<file path="config.mk">
export PLATFORM = sky130hd
export DESIGN_NAME = sha256_stream_hasher
export DESIGN_NICKNAME = d
export VERILOG_FILES = /design/src/rtl/sha256_pkg.sv /design/src/rtl/sha256_stream_hasher.sv /design/src/rtl/sha256_round.sv
export SDC_FILE = /design/constraint.sdc
export NUM_CORES = 2
export LEC_CHECK = 0
export BUFFER_PORTS_ARGS = -buffer_cell sky130_fd_sc_hd__clkbuf_2
export CAP_MARGIN = 30
export CORE_AREA = 2 2 401 403
export DETAILED_ROUTE_END_ITERATION = 10
export DIE_AREA = 0 0 403 405
export GPL_TIMING_DRIVEN = 1
export PLACE_DENSITY = 0.64
export SLEW_MARGIN = 40
export SYNTH_ARGS = -nofsm -noshare
export SYNTH_HDL_FRONTEND = slang
export SYNTH_HIERARCHICAL = 1
export SYNTH_SLANG_ARGS = --single-unit
</file>
<file path="constraint.sdc">
create_clock -name clk -period 18.5 [get_ports clk]
set_input_delay 0.925 -clock clk [delete_from_list [all_inputs] [get_ports clk]]
set_output_delay 0.925 -clock clk [all_outputs]
set_load 0.01 [all_outputs]
</file>
<file path="src/rtl/sha256_pkg.sv">
// ----------------------------------------------------------------------------
// sha256_pkg
// Shared types and constants of the SHA-256 stream hasher: beat layouts,
// word vectors, the initial hash value and the round constant table.
// ----------------------------------------------------------------------------
package sha256_pkg;

    typedef logic [31:0] word_t;

    // Eight round variables or hash words, index 0 holds a / H0
    typedef logic [7:0][31:0] work_t;

    // Sixteen-word block window, index 15 holds the oldest word
    typedef logic [15:0][31:0] sched_t;

    typedef struct packed {
        logic [7:0] data_byte;
        logic       byte_present;
        logic       end_of_message;
    } in_beat_t;

    typedef struct packed {
        logic [31:0] digest_word;
        logic [2:0]  word_number;
        logic        final_word;
    } out_beat_t;

    localparam logic [7:0] PAD_MARK = 8'h80;

    // Index 7 is written first in the concatenation
    localparam work_t INIT_HASH = {
        32'h5be0cd19, 32'h1f83d9ab, 32'h9b05688c, 32'h510e527f,
        32'ha54ff53a, 32'h3c6ef372, 32'hbb67ae85, 32'h6a09e667
    };

    function automatic word_t round_k(input logic [5:0] idx);
        word_t k;
        unique case (idx)
            6'd0:  k = 32'h428a2f98;
            6'd1:  k = 32'h71374491;
            6'd2:  k = 32'hb5c0fbcf;
            6'd3:  k = 32'he9b5dba5;
            6'd4:  k = 32'h3956c25b;
            6'd5:  k = 32'h59f111f1;
            6'd6:  k = 32'h923f82a4;
            6'd7:  k = 32'hab1c5ed5;
            6'd8:  k = 32'hd807aa98;
            6'd9:  k = 32'h12835b01;
            6'd10: k = 32'h243185be;
            6'd11: k = 32'h550c7dc3;
            6'd12: k = 32'h72be5d74;
            6'd13: k = 32'h80deb1fe;
            6'd14: k = 32'h9bdc06a7;
            6'd15: k = 32'hc19bf174;
            6'd16: k = 32'he49b69c1;
            6'd17: k = 32'hefbe4786;
            6'd18: k = 32'h0fc19dc6;
            6'd19: k = 32'h240ca1cc;
            6'd20: k = 32'h2de92c6f;
            6'd21: k = 32'h4a7484aa;
            6'd22: k = 32'h5cb0a9dc;
            6'd23: k = 32'h76f988da;
            6'd24: k = 32'h983e5152;
            6'd25: k = 32'ha831c66d;
            6'd26: k = 32'hb00327c8;
            6'd27: k = 32'hbf597fc7;
            6'd28: k = 32'hc6e00bf3;
            6'd29: k = 32'hd5a79147;
            6'd30: k = 32'h06ca6351;
            6'd31: k = 32'h14292967;
            6'd32: k = 32'h27b70a85;
            6'd33: k = 32'h2e1b2138;
            6'd34: k = 32'h4d2c6dfc;
            6'd35: k = 32'h53380d13;
            6'd36: k = 32'h650a7354;
            6'd37: k = 32'h766a0abb;
            6'd38: k = 32'h81c2c92e;
            6'd39: k = 32'h92722c85;
            6'd40: k = 32'ha2bfe8a1;
            6'd41: k = 32'ha81a664b;
            6'd42: k = 32'hc24b8b70;
            6'd43: k = 32'hc76c51a3;
            6'd44: k = 32'hd192e819;
            6'd45: k = 32'hd6990624;
            6'd46: k = 32'hf40e3585;
            6'd47: k = 32'h106aa070;
            6'd48: k = 32'h19a4c116;
            6'd49: k = 32'h1e376c08;
            6'd50: k = 32'h2748774c;
            6'd51: k = 32'h34b0bcb5;
            6'd52: k = 32'h391c0cb3;
            6'd53: k = 32'h4ed8aa4a;
            6'd54: k = 32'h5b9cca4f;
            6'd55: k = 32'h682e6ff3;
            6'd56: k = 32'h748f82ee;
            6'd57: k = 32'h78a5636f;
            6'd58: k = 32'h84c87814;
            6'd59: k = 32'h8cc70208;
            6'd60: k = 32'h90befffa;
            6'd61: k = 32'ha4506ceb;
            6'd62: k = 32'hbef9a3f7;
            6'd63: k = 32'hc67178f2;
            default: k = 32'h0;
        endcase
        return k;
    endfunction

endpackage

</file>
<file path="src/rtl/sha256_stream_hasher.sv">
// ----------------------------------------------------------------------------
// sha256_stream_hasher
// SHA-256 over a byte stream, one byte per beat, digest out as eight words.
// ----------------------------------------------------------------------------
// One message byte is taken per cycle while the block is filling. The 64th
// byte of a block starts compression: the 64 rounds run on the shared round
// unit, one round per cycle, and the result is then folded into the hash;
// byte_stall is high throughout. An end-of-message beat starts padding,
// which shifts one pad or length byte into the block buffer per cycle until
// the block is full, with a second padded block when the length spills out
// of the first, and a compression after each padded block. The eight
// digest words then leave through an output register, one per cycle when
// digest_stall is low; the next message may begin while the last word waits.
// ----------------------------------------------------------------------------
module sha256_stream_hasher (
    input  logic                   clk,
    input  logic                   rst_n,
    input  logic                   byte_valid,
    output logic                   byte_stall,
    input  sha256_pkg::in_beat_t   byte_beat,
    output logic                   digest_valid,
    input  logic                   digest_stall,
    output sha256_pkg::out_beat_t  digest_beat
);
    import sha256_pkg::*;

    typedef enum logic [4:0] {
        ST_IDLE = 5'b00001,
        ST_PAD  = 5'b00010,
        ST_COMP = 5'b00100,
        ST_ADD  = 5'b01000,
        ST_EMIT = 5'b10000
    } state_t;

    state_t      state_reg,      state_next;
    work_t       hash_reg,       hash_next;
    work_t       work_reg,       work_next;
    logic [511:0] sched_reg,     sched_next;
    logic [5:0]  fill_reg,       fill_next;
    logic [63:0] bits_reg,       bits_next;
    logic [5:0]  round_reg,      round_next;
    logic        pad_active_reg, pad_active_next;
    logic        mark_done_reg,  mark_done_next;
    logic        len_here_reg,   len_here_next;
    logic        comp_last_reg,  comp_last_next;
    logic [2:0]  idx_reg,        idx_next;
    logic        out_valid_reg,  out_valid_next;
    out_beat_t   out_reg,        out_next;

    work_t       round_work;
    word_t       round_sched;
    logic [7:0]  pad_byte;

    sha256_round u_round (
        .work       (work_reg),
        .sched      (sched_reg),
        .round_idx  (round_reg),
        .work_next  (round_work),
        .sched_word (round_sched)
    );

    assign byte_stall   = (state_reg != ST_IDLE);
    assign digest_valid = out_valid_reg;
    assign digest_beat  = out_reg;

    // Pick the next pad byte: marker, zeros, then the length MSB first
    always_comb
    begin
        if (!mark_done_reg)
            pad_byte = PAD_MARK;
        else if (len_here_reg && (fill_reg >= 6'd56))
            pad_byte = bits_reg[63:56];
        else
            pad_byte = 8'h00;
    end

    // Sequencer
    always_comb
    begin
        state_next      = state_reg;
        hash_next       = hash_reg;
        work_next       = work_reg;
        sched_next      = sched_reg;
        fill_next       = fill_reg;
        bits_next       = bits_reg;
        round_next      = round_reg;
        pad_active_next = pad_active_reg;
        mark_done_next  = mark_done_reg;
        len_here_next   = len_here_reg;
        comp_last_next  = comp_last_reg;
        idx_next        = idx_reg;
        out_valid_next  = out_valid_reg;
        out_next        = out_reg;

        // Drop the output beat once taken
        if (out_valid_reg && !digest_stall)
            out_valid_next = 1'b0;

        unique case (state_reg)
            ST_IDLE:
            begin
                if (byte_valid)
                begin
                    if (byte_beat.end_of_message)
                    begin
                        pad_active_next = 1'b1;
                        mark_done_next  = 1'b0;
                        len_here_next   = 1'b0;
                    end
                    if (byte_beat.byte_present)
                    begin
                        sched_next = {sched_reg[503:0], byte_beat.data_byte};
                        bits_next  = bits_reg + 64'd8;
                        fill_next  = fill_reg + 6'd1;
                        if (fill_reg == 6'd63)
                        begin
                            state_next     = ST_COMP;
                            work_next      = hash_reg;
                            round_next     = 6'd0;
                            comp_last_next = 1'b0;
                        end
                        else if (byte_beat.end_of_message)
                            state_next = ST_PAD;
                    end
                    else if (byte_beat.end_of_message)
                        state_next = ST_PAD;
                end
            end
            ST_PAD:
            begin
                sched_next = {sched_reg[503:0], pad_byte};
                fill_next  = fill_reg + 6'd1;
                if (!mark_done_reg)
                begin
                    mark_done_next = 1'b1;
                    if (fill_reg < 6'd56)
                        len_here_next = 1'b1;
                end
                else if (len_here_reg && (fill_reg >= 6'd56))
                    bits_next = {bits_reg[55:0], 8'h00};
                if (fill_reg == 6'd63)
                begin
                    state_next     = ST_COMP;
                    work_next      = hash_reg;
                    round_next     = 6'd0;
                    comp_last_next = len_here_reg;
                end
            end
            ST_COMP:
            begin
                work_next  = round_work;
                sched_next = {sched_reg[479:0], round_sched};
                round_next = round_reg + 6'd1;
                if (round_reg == 6'd63)
                    state_next = ST_ADD;
            end
            ST_ADD:
            begin
                for (int i = 0; i < 8; i++)
                    hash_next[i] = hash_reg[i] + work_reg[i];
                if (!pad_active_reg)
                    state_next = ST_IDLE;
                else if (comp_last_reg)
                begin
                    state_next = ST_EMIT;
                    idx_next   = 3'd0;
                end
                else
                begin
                    state_next    = ST_PAD;
                    len_here_next = 1'b1;
                end
            end
            ST_EMIT:
            begin
                if (!out_valid_reg || !digest_stall)
                begin
                    out_valid_next       = 1'b1;
                    out_next.digest_word = hash_reg[idx_reg];
                    out_next.word_number = idx_reg;
                    out_next.final_word  = (idx_reg == 3'd7);
                    idx_next             = idx_reg + 3'd1;
                    if (idx_reg == 3'd7)
                    begin
                        state_next      = ST_IDLE;
                        hash_next       = INIT_HASH;
                        fill_next       = 6'd0;
                        bits_next       = 64'd0;
                        pad_active_next = 1'b0;
                    end
                end
            end
            default:
            begin
                state_next = ST_IDLE;
            end
        endcase
    end

    // Control and hash state
    always_ff @(posedge clk or negedge rst_n)
    begin
        if (!rst_n)
        begin
            state_reg      <= ST_IDLE;
            hash_reg       <= INIT_HASH;
            fill_reg       <= 6'd0;
            bits_reg       <= 64'd0;
            round_reg      <= 6'd0;
            pad_active_reg <= 1'b0;
            mark_done_reg  <= 1'b0;
            len_here_reg   <= 1'b0;
            comp_last_reg  <= 1'b0;
            idx_reg        <= 3'd0;
            out_valid_reg  <= 1'b0;
        end
        else
        begin
            state_reg      <= state_next;
            hash_reg       <= hash_next;
            fill_reg       <= fill_next;
            bits_reg       <= bits_next;
            round_reg      <= round_next;
            pad_active_reg <= pad_active_next;
            mark_done_reg  <= mark_done_next;
            len_here_reg   <= len_here_next;
            comp_last_reg  <= comp_last_next;
            idx_reg        <= idx_next;
            out_valid_reg  <= out_valid_next;
        end
    end

    // Datapath registers, no reset
    always_ff @(posedge clk)
    begin
        work_reg  <= work_next;
        sched_reg <= sched_next;
        out_reg   <= out_next;
    end

endmodule

</file>
<file path="src/rtl/sha256_round.sv">
// ----------------------------------------------------------------------------
// sha256_round
// One SHA-256 compression round plus the matching message schedule word,
// shared by all 64 rounds of every block.
// ----------------------------------------------------------------------------
module sha256_round (
    input  sha256_pkg::work_t  work,
    input  sha256_pkg::sched_t sched,
    input  logic [5:0]         round_idx,
    output sha256_pkg::work_t  work_next,
    output sha256_pkg::word_t  sched_word
);
    import sha256_pkg::*;

    word_t w0;
    word_t w1;
    word_t w9;
    word_t w14;
    word_t s0;
    word_t s1;
    word_t e1;
    word_t ch;
    word_t a0;
    word_t mj;
    word_t t1;
    word_t t2;

    // Tap the schedule window, oldest word first
    assign w0  = sched[15];
    assign w1  = sched[14];
    assign w9  = sched[6];
    assign w14 = sched[1];

    // Expand the schedule word that enters the window
    assign s0 = {w1[6:0], w1[31:7]} ^ {w1[17:0], w1[31:18]} ^ {3'b000, w1[31:3]};
    assign s1 = {w14[16:0], w14[31:17]} ^ {w14[18:0], w14[31:19]}
              ^ {10'b0, w14[31:10]};
    assign sched_word = w0 + s0 + w9 + s1;

    // Round function
    assign e1 = {work[4][5:0], work[4][31:6]} ^ {work[4][10:0], work[4][31:11]}
              ^ {work[4][24:0], work[4][31:25]};
    assign ch = (work[4] & work[5]) ^ (~work[4] & work[6]);
    assign t1 = work[7] + e1 + ch + round_k(round_idx) + w0;
    assign a0 = {work[0][1:0], work[0][31:2]} ^ {work[0][12:0], work[0][31:13]}
              ^ {work[0][21:0], work[0][31:22]};
    assign mj = (work[0] & work[1]) ^ (work[0] & work[2]) ^ (work[1] & work[2]);
    assign t2 = a0 + mj;

    // Rotate the round variables
    always_comb
    begin
        work_next[0] = t1 + t2;
        work_next[1] = work[0];
        work_next[2] = work[1];
        work_next[3] = work[2];
        work_next[4] = work[3] + t1;
        work_next[5] = work[4];
        work_next[6] = work[5];
        work_next[7] = work[6];
    end

endmodule
</file>
Word level (Yosys, flattened, before mapping). Memory sizes are Yosys's and may differ from the RTL's. Cells that the tools add are included.

Memories kept: 1. Bits in read-only memories: 2048. Word-level logic and storage cells: 185. Output and inout port bits: 38. Register bits after elaboration: 1149. Input port bits: 14.

Equal/unequal tests: 24. Magnitude comparators: 3. Mux-type cells: 66. $add $sub $neg: 22. Reduce and logical (&&, ||, !) cells: 22. Bitwise logic cells: 17.

Memories: (no name shown) (depth 64, width 32, read ports 1, clocked after memory_dff 0, wr ports 0, line sha256_pkg.sv:38) `unique case (idx)`.

Operators by type and width (count): $pmux W512 S3 (1); $mux W256 (5); $mux W512 (2); $pmux W256 S3 (1); $add A32 B32 Y32 (18); $pmux W256 S2 (1); $mux W64 (6); $xor A32 B32 Y32 (9); $pmux W64 S3 (1); $and A32 B32 Y32 (5); $bmux W32 S3 (1); $add A64 B4 Y64 const B (1); $mux W5 (10); $mux W6 (7); $pmux W6 S3 (2); $mux W32 (1); $not A32 Y32 (1); $xor A32 B22 Y32 (1); $xor A32 B29 Y32 (1); $ne A2 B2 Y1 const B (15); $pmux W5 S5 (1); $reduce_and A5 Y1 (4); $mux W1 (17); $mux W8 (2); 26 further kinds (41).

Logic depth before layout (Yosys ltp).
Word-level depth: 8. Mapped depth: 43. Mapped depth without buffers: 40.

Hierarchy. Netlist, hierarchy kept.

Modules (own cells, without submodules): sha256_stream_hasher (cells each 6453, area each 61218.7 um^2, instances 1, sequential area each 32872.8 um^2); sha256_round (cells each 2275, area each 17722.0 um^2, instances 1, sequential area each 0.0 um^2).

Worst setup path after synthesis. No wires, ideal clock.

Path type: reg2reg. Start point: register state_reg[0]. End point: register sched_reg[0] (enable). Required time: 14806 ps. Library setup time: 3694 ps. Clock period less this slack: 13337 ps. Setup slack: 5163 ps. Buffers on the path: 1. Data arrival time: 9643 ps. Cell stages (with the launch flop): 6. Path through: dfstp_2 -> or3_1 -> nor3b_1 -> clkbuf_1 -> nor2_1 -> nand2_1.

Longest elaborated chain between the ends: 3. Elaborated cells between the ends (all ways): 7. Those cells by class: eq/ne: 5; reduce/logical: 2.

RTL lines: start, declared (line sha256_stream_hasher.sv:35) `state_t state_reg, state_next;`; start signal, assigned (line sha256_stream_hasher.sv:219) `state_reg <= state_next;`; $eq A5 B1 Y1, or another cell as far along (line sha256_stream_hasher.sv:99) `unique case (state_reg)`; $ne A2 B2 Y1 (no line) / $reduce_bool A3 Y1 (equally long branches); $reduce_and A3 Y1 (no line) *; end signal, assigned (line sha256_stream_hasher.sv:237) `sched_reg <= sched_next;`; end, declared (line sha256_stream_hasher.sv:38) `logic [511:0] sched_reg, sched_next;`.

Mark *: on every way between the ends. The rest lies on a longest branch, timed or not. A chain may end at the register's enable or synchronous reset.

==> flow_summary.toml <==
[routing]
via_per_inst = 5.90
drcViolationCount = 0
drt_wl_total_mm = 248
wl_per_cell_um = 23.3
drt_iter0_drc = 5640
ant_nets = 0
drt_pass1_iterations = 8
vias = 62676

[grt]
grt_usage_pct = 30.0
grt_pass1_vias = 61497
grt_pass1_wl_mm = 377
grt_overflow_total = 0
antenna_found_initial = 8
grt_start_max_net_pins = 168

[clock_network]
clockBufferDepth = 3
cts_hold_buffers = 0
root_buffer = "clkbuf_16"
cts.sinks = 1146
cts_setup_buffers = 0
cts_resized = 0
numCtsBuffers = 137
cts_tree = "built"
clk_latency_ns = 0.79
clk_pin_slew_worst_paths_ns = 0.06
h-tree-depth = 4

[place]
place_area_um2 = 79900
hpwlAfterDp_mm = 178
port_buffers = 51
gp_congestion = 0.983

[logic_synthesis]
ys.warnings.count = 6
syn-num-nets = 9329
yosysMostFrequentCell = "nand2_1"
yosysTopAreaCell = "edfxtp_1"
synth_enable_flop_cells = 804
synth_area_um2 = 78900
synth_top_cells_by_count = "2684 x nand2_1, 804 x edfxtp_1, 528 x a21oi_1"
synth.distinct_cells = 97
async_flop_share_pct = 29.8
synth-seq-area-share_pct = 41.6
syn_avg_cell_area_um2 = 9.04
synth_top_area_share_pct = 30.6
ys_ff_latch = 1146
synth_area_leaders = "edfxtp_1 31%, nand2_1 13%, dfrtp_1 6.5%, ha_1 6.2%, fa_1 4.9%"
synth_flop_cell = "edfxtp_1"
syn_inst = 8728

[run]
maxCapViolations = 0

[critical_path]
r2r_cells = 37
cp-end-kind = "register"
startpoint_type = "register"
max_stage_delay_ns = 0.91
cp.required_ns = 19.02
crit_type = "register to register"
r2r_slack_ns = 8.40
timing.rr.end = "work_reg[31]$_DFFE_PP_"
worstPathMaxFanout = 15
cp_slowest_cell = "ha_1"
crit-reg2reg-launch = "round_reg[0]$_DFFE_PN0P_"
arrival_ns = 10.63

[finish]
syn_to_final_growth_pct = 7.18
final_layout_size_suffix_gt1_share_pct = 7.70
nNetsFinal = 9026
multi_input_area_um2 = 42100
design_area_um2 = 84600
largest_register_ffs = 512
fill_cells = 14500
seq_area_um2 = 32900
fin_util_pct = 53.1

[floorplan]
row_count = 147
dieWidth_um = 403
start_util_pct = 49.6
ios = 52
fp.dieArea_um2 = 163000
design.core.area_um2 = 159000
die_h_um = 405

[sta]
relSlewSlack_pct = 41.3
rsz0062_at_grt = "no"
fmaxAchievable_ghz = 0.0990
setup_viol = 0
hold_viol = 0
setup_tns_ns = 0
fin_worst_skew_ns = 0.0488
fin_crit_sh_pct = 54.6
slew_viol_final = 0
tightest_slew_ns = 0.880
fin_crit_ns = 10.10

[worst_hold_path]
hp-class = "primary input to async pin"

[run_status]
status = "completed"
## final cells by class
type | count | area share (%)
clock inverters | 59 | 0.955
multi-input cells | 6669 | 49.7
diodes | 10 | 0.0296
well taps | 2086 | 3.08
clock buffers | 190 | 4.43
repair buffers | 133 | 1.43
inverters | 338 | 1.50
flip-flops and latches | 1146 | 38.9
## metrics by stage
stage | std cells | hold WS (ns) | setup slack [ns]
final | 10631 | 0.0299 | 8.40
after global routing | 10629 | 0.0174 | 7.87
after floorplan | 8728 | 0.444 | 5.16
after detailed placement | 10367 | 0.480 | 8.60
after global placement | 10361 | 0.458 | 8.35
after CTS | 10616 | 0.174 | 8.54
## routing by layer
layer | wire [µm] | up-vias | track usage, %
met5 | 13 | - | 0
met4 | 13100 | 2 | 14.0
met3 | 13900 | 526 | 3.73
met2 | 119000 | 2112 | 50.2
met1 | 102000 | 30808 | 38.8
li1 | - | 29228 | -
## worst max path at each step
stage	from	end	slack [ns]	cells after the start
after floorplan	state_reg[0]$_DFFE_PN1P_	sched_reg[0]$_DFFE_PP_	5.16	5
after global placement	round_reg[0]$_DFFE_PN0P_	work_reg[31]$_DFFE_PP_	8.35	37
after detailed placement	round_reg[0]$_DFFE_PN0P_	work_reg[31]$_DFFE_PP_	8.60	37
after CTS	round_reg[0]$_DFFE_PN0P_	work_reg[29]$_DFFE_PP_	8.54	35
after global routing	round_reg[0]$_DFFE_PN0P_	work_reg[31]$_DFFE_PP_	7.87	37
final	round_reg[0]$_DFFE_PN0P_	work_reg[31]$_DFFE_PP_	8.40	37
## cell usage in the layout, fill, tap and decap left out, types with 137 or more instances in the layout
cell	instances
nand2_1	2679
edfxtp_1	804
a21oi_1	524
o21ai_0	460
nor2_1	403
ha_1	392
xnor2_1	375
inv_1	334
xor2_1	207
dfrtp_1	198
fa_1	195
a21o_1	184
nand3_1	142
clkbuf_16	139
dfstp_2	137
## cells by family (layout without fill, tap and decap cells)
| kind of cell | Yosys count | count (layout) | synth area share (%) |
|---|---|---|---|
| compound gates | 1694 | 1694 | 13.3 |
| other cells | 0 | 10 | 0 |
| buf+inv | 913 | 720 | 5.26 |
| fa+ha+maj | 608 | 608 | 11.4 |
| simple gates | 3635 | 3635 | 18.8 |
| flops | 1146 | 1146 | 41.6 |
| mux | 149 | 149 | 3.06 |
| xor+xnor | 583 | 583 | 6.49 |
## worst max-delay path: cells and delay by family (launching register included)
| kind | cells | cell delay, ns |
|---|---|---|
| fa+ha+maj | 8 | 3.76 |
| xor+xnor | 2 | 0.25 |
| simple gates | 10 | 2.00 |
| flops | 1 | 0.35 |
| compound gates | 14 | 3.07 |
| buf+inv | 3 | 0.40 |
Power is not shown: default switching activity piles up to over one toggle a cycle in this logic, so the estimate is an artifact.
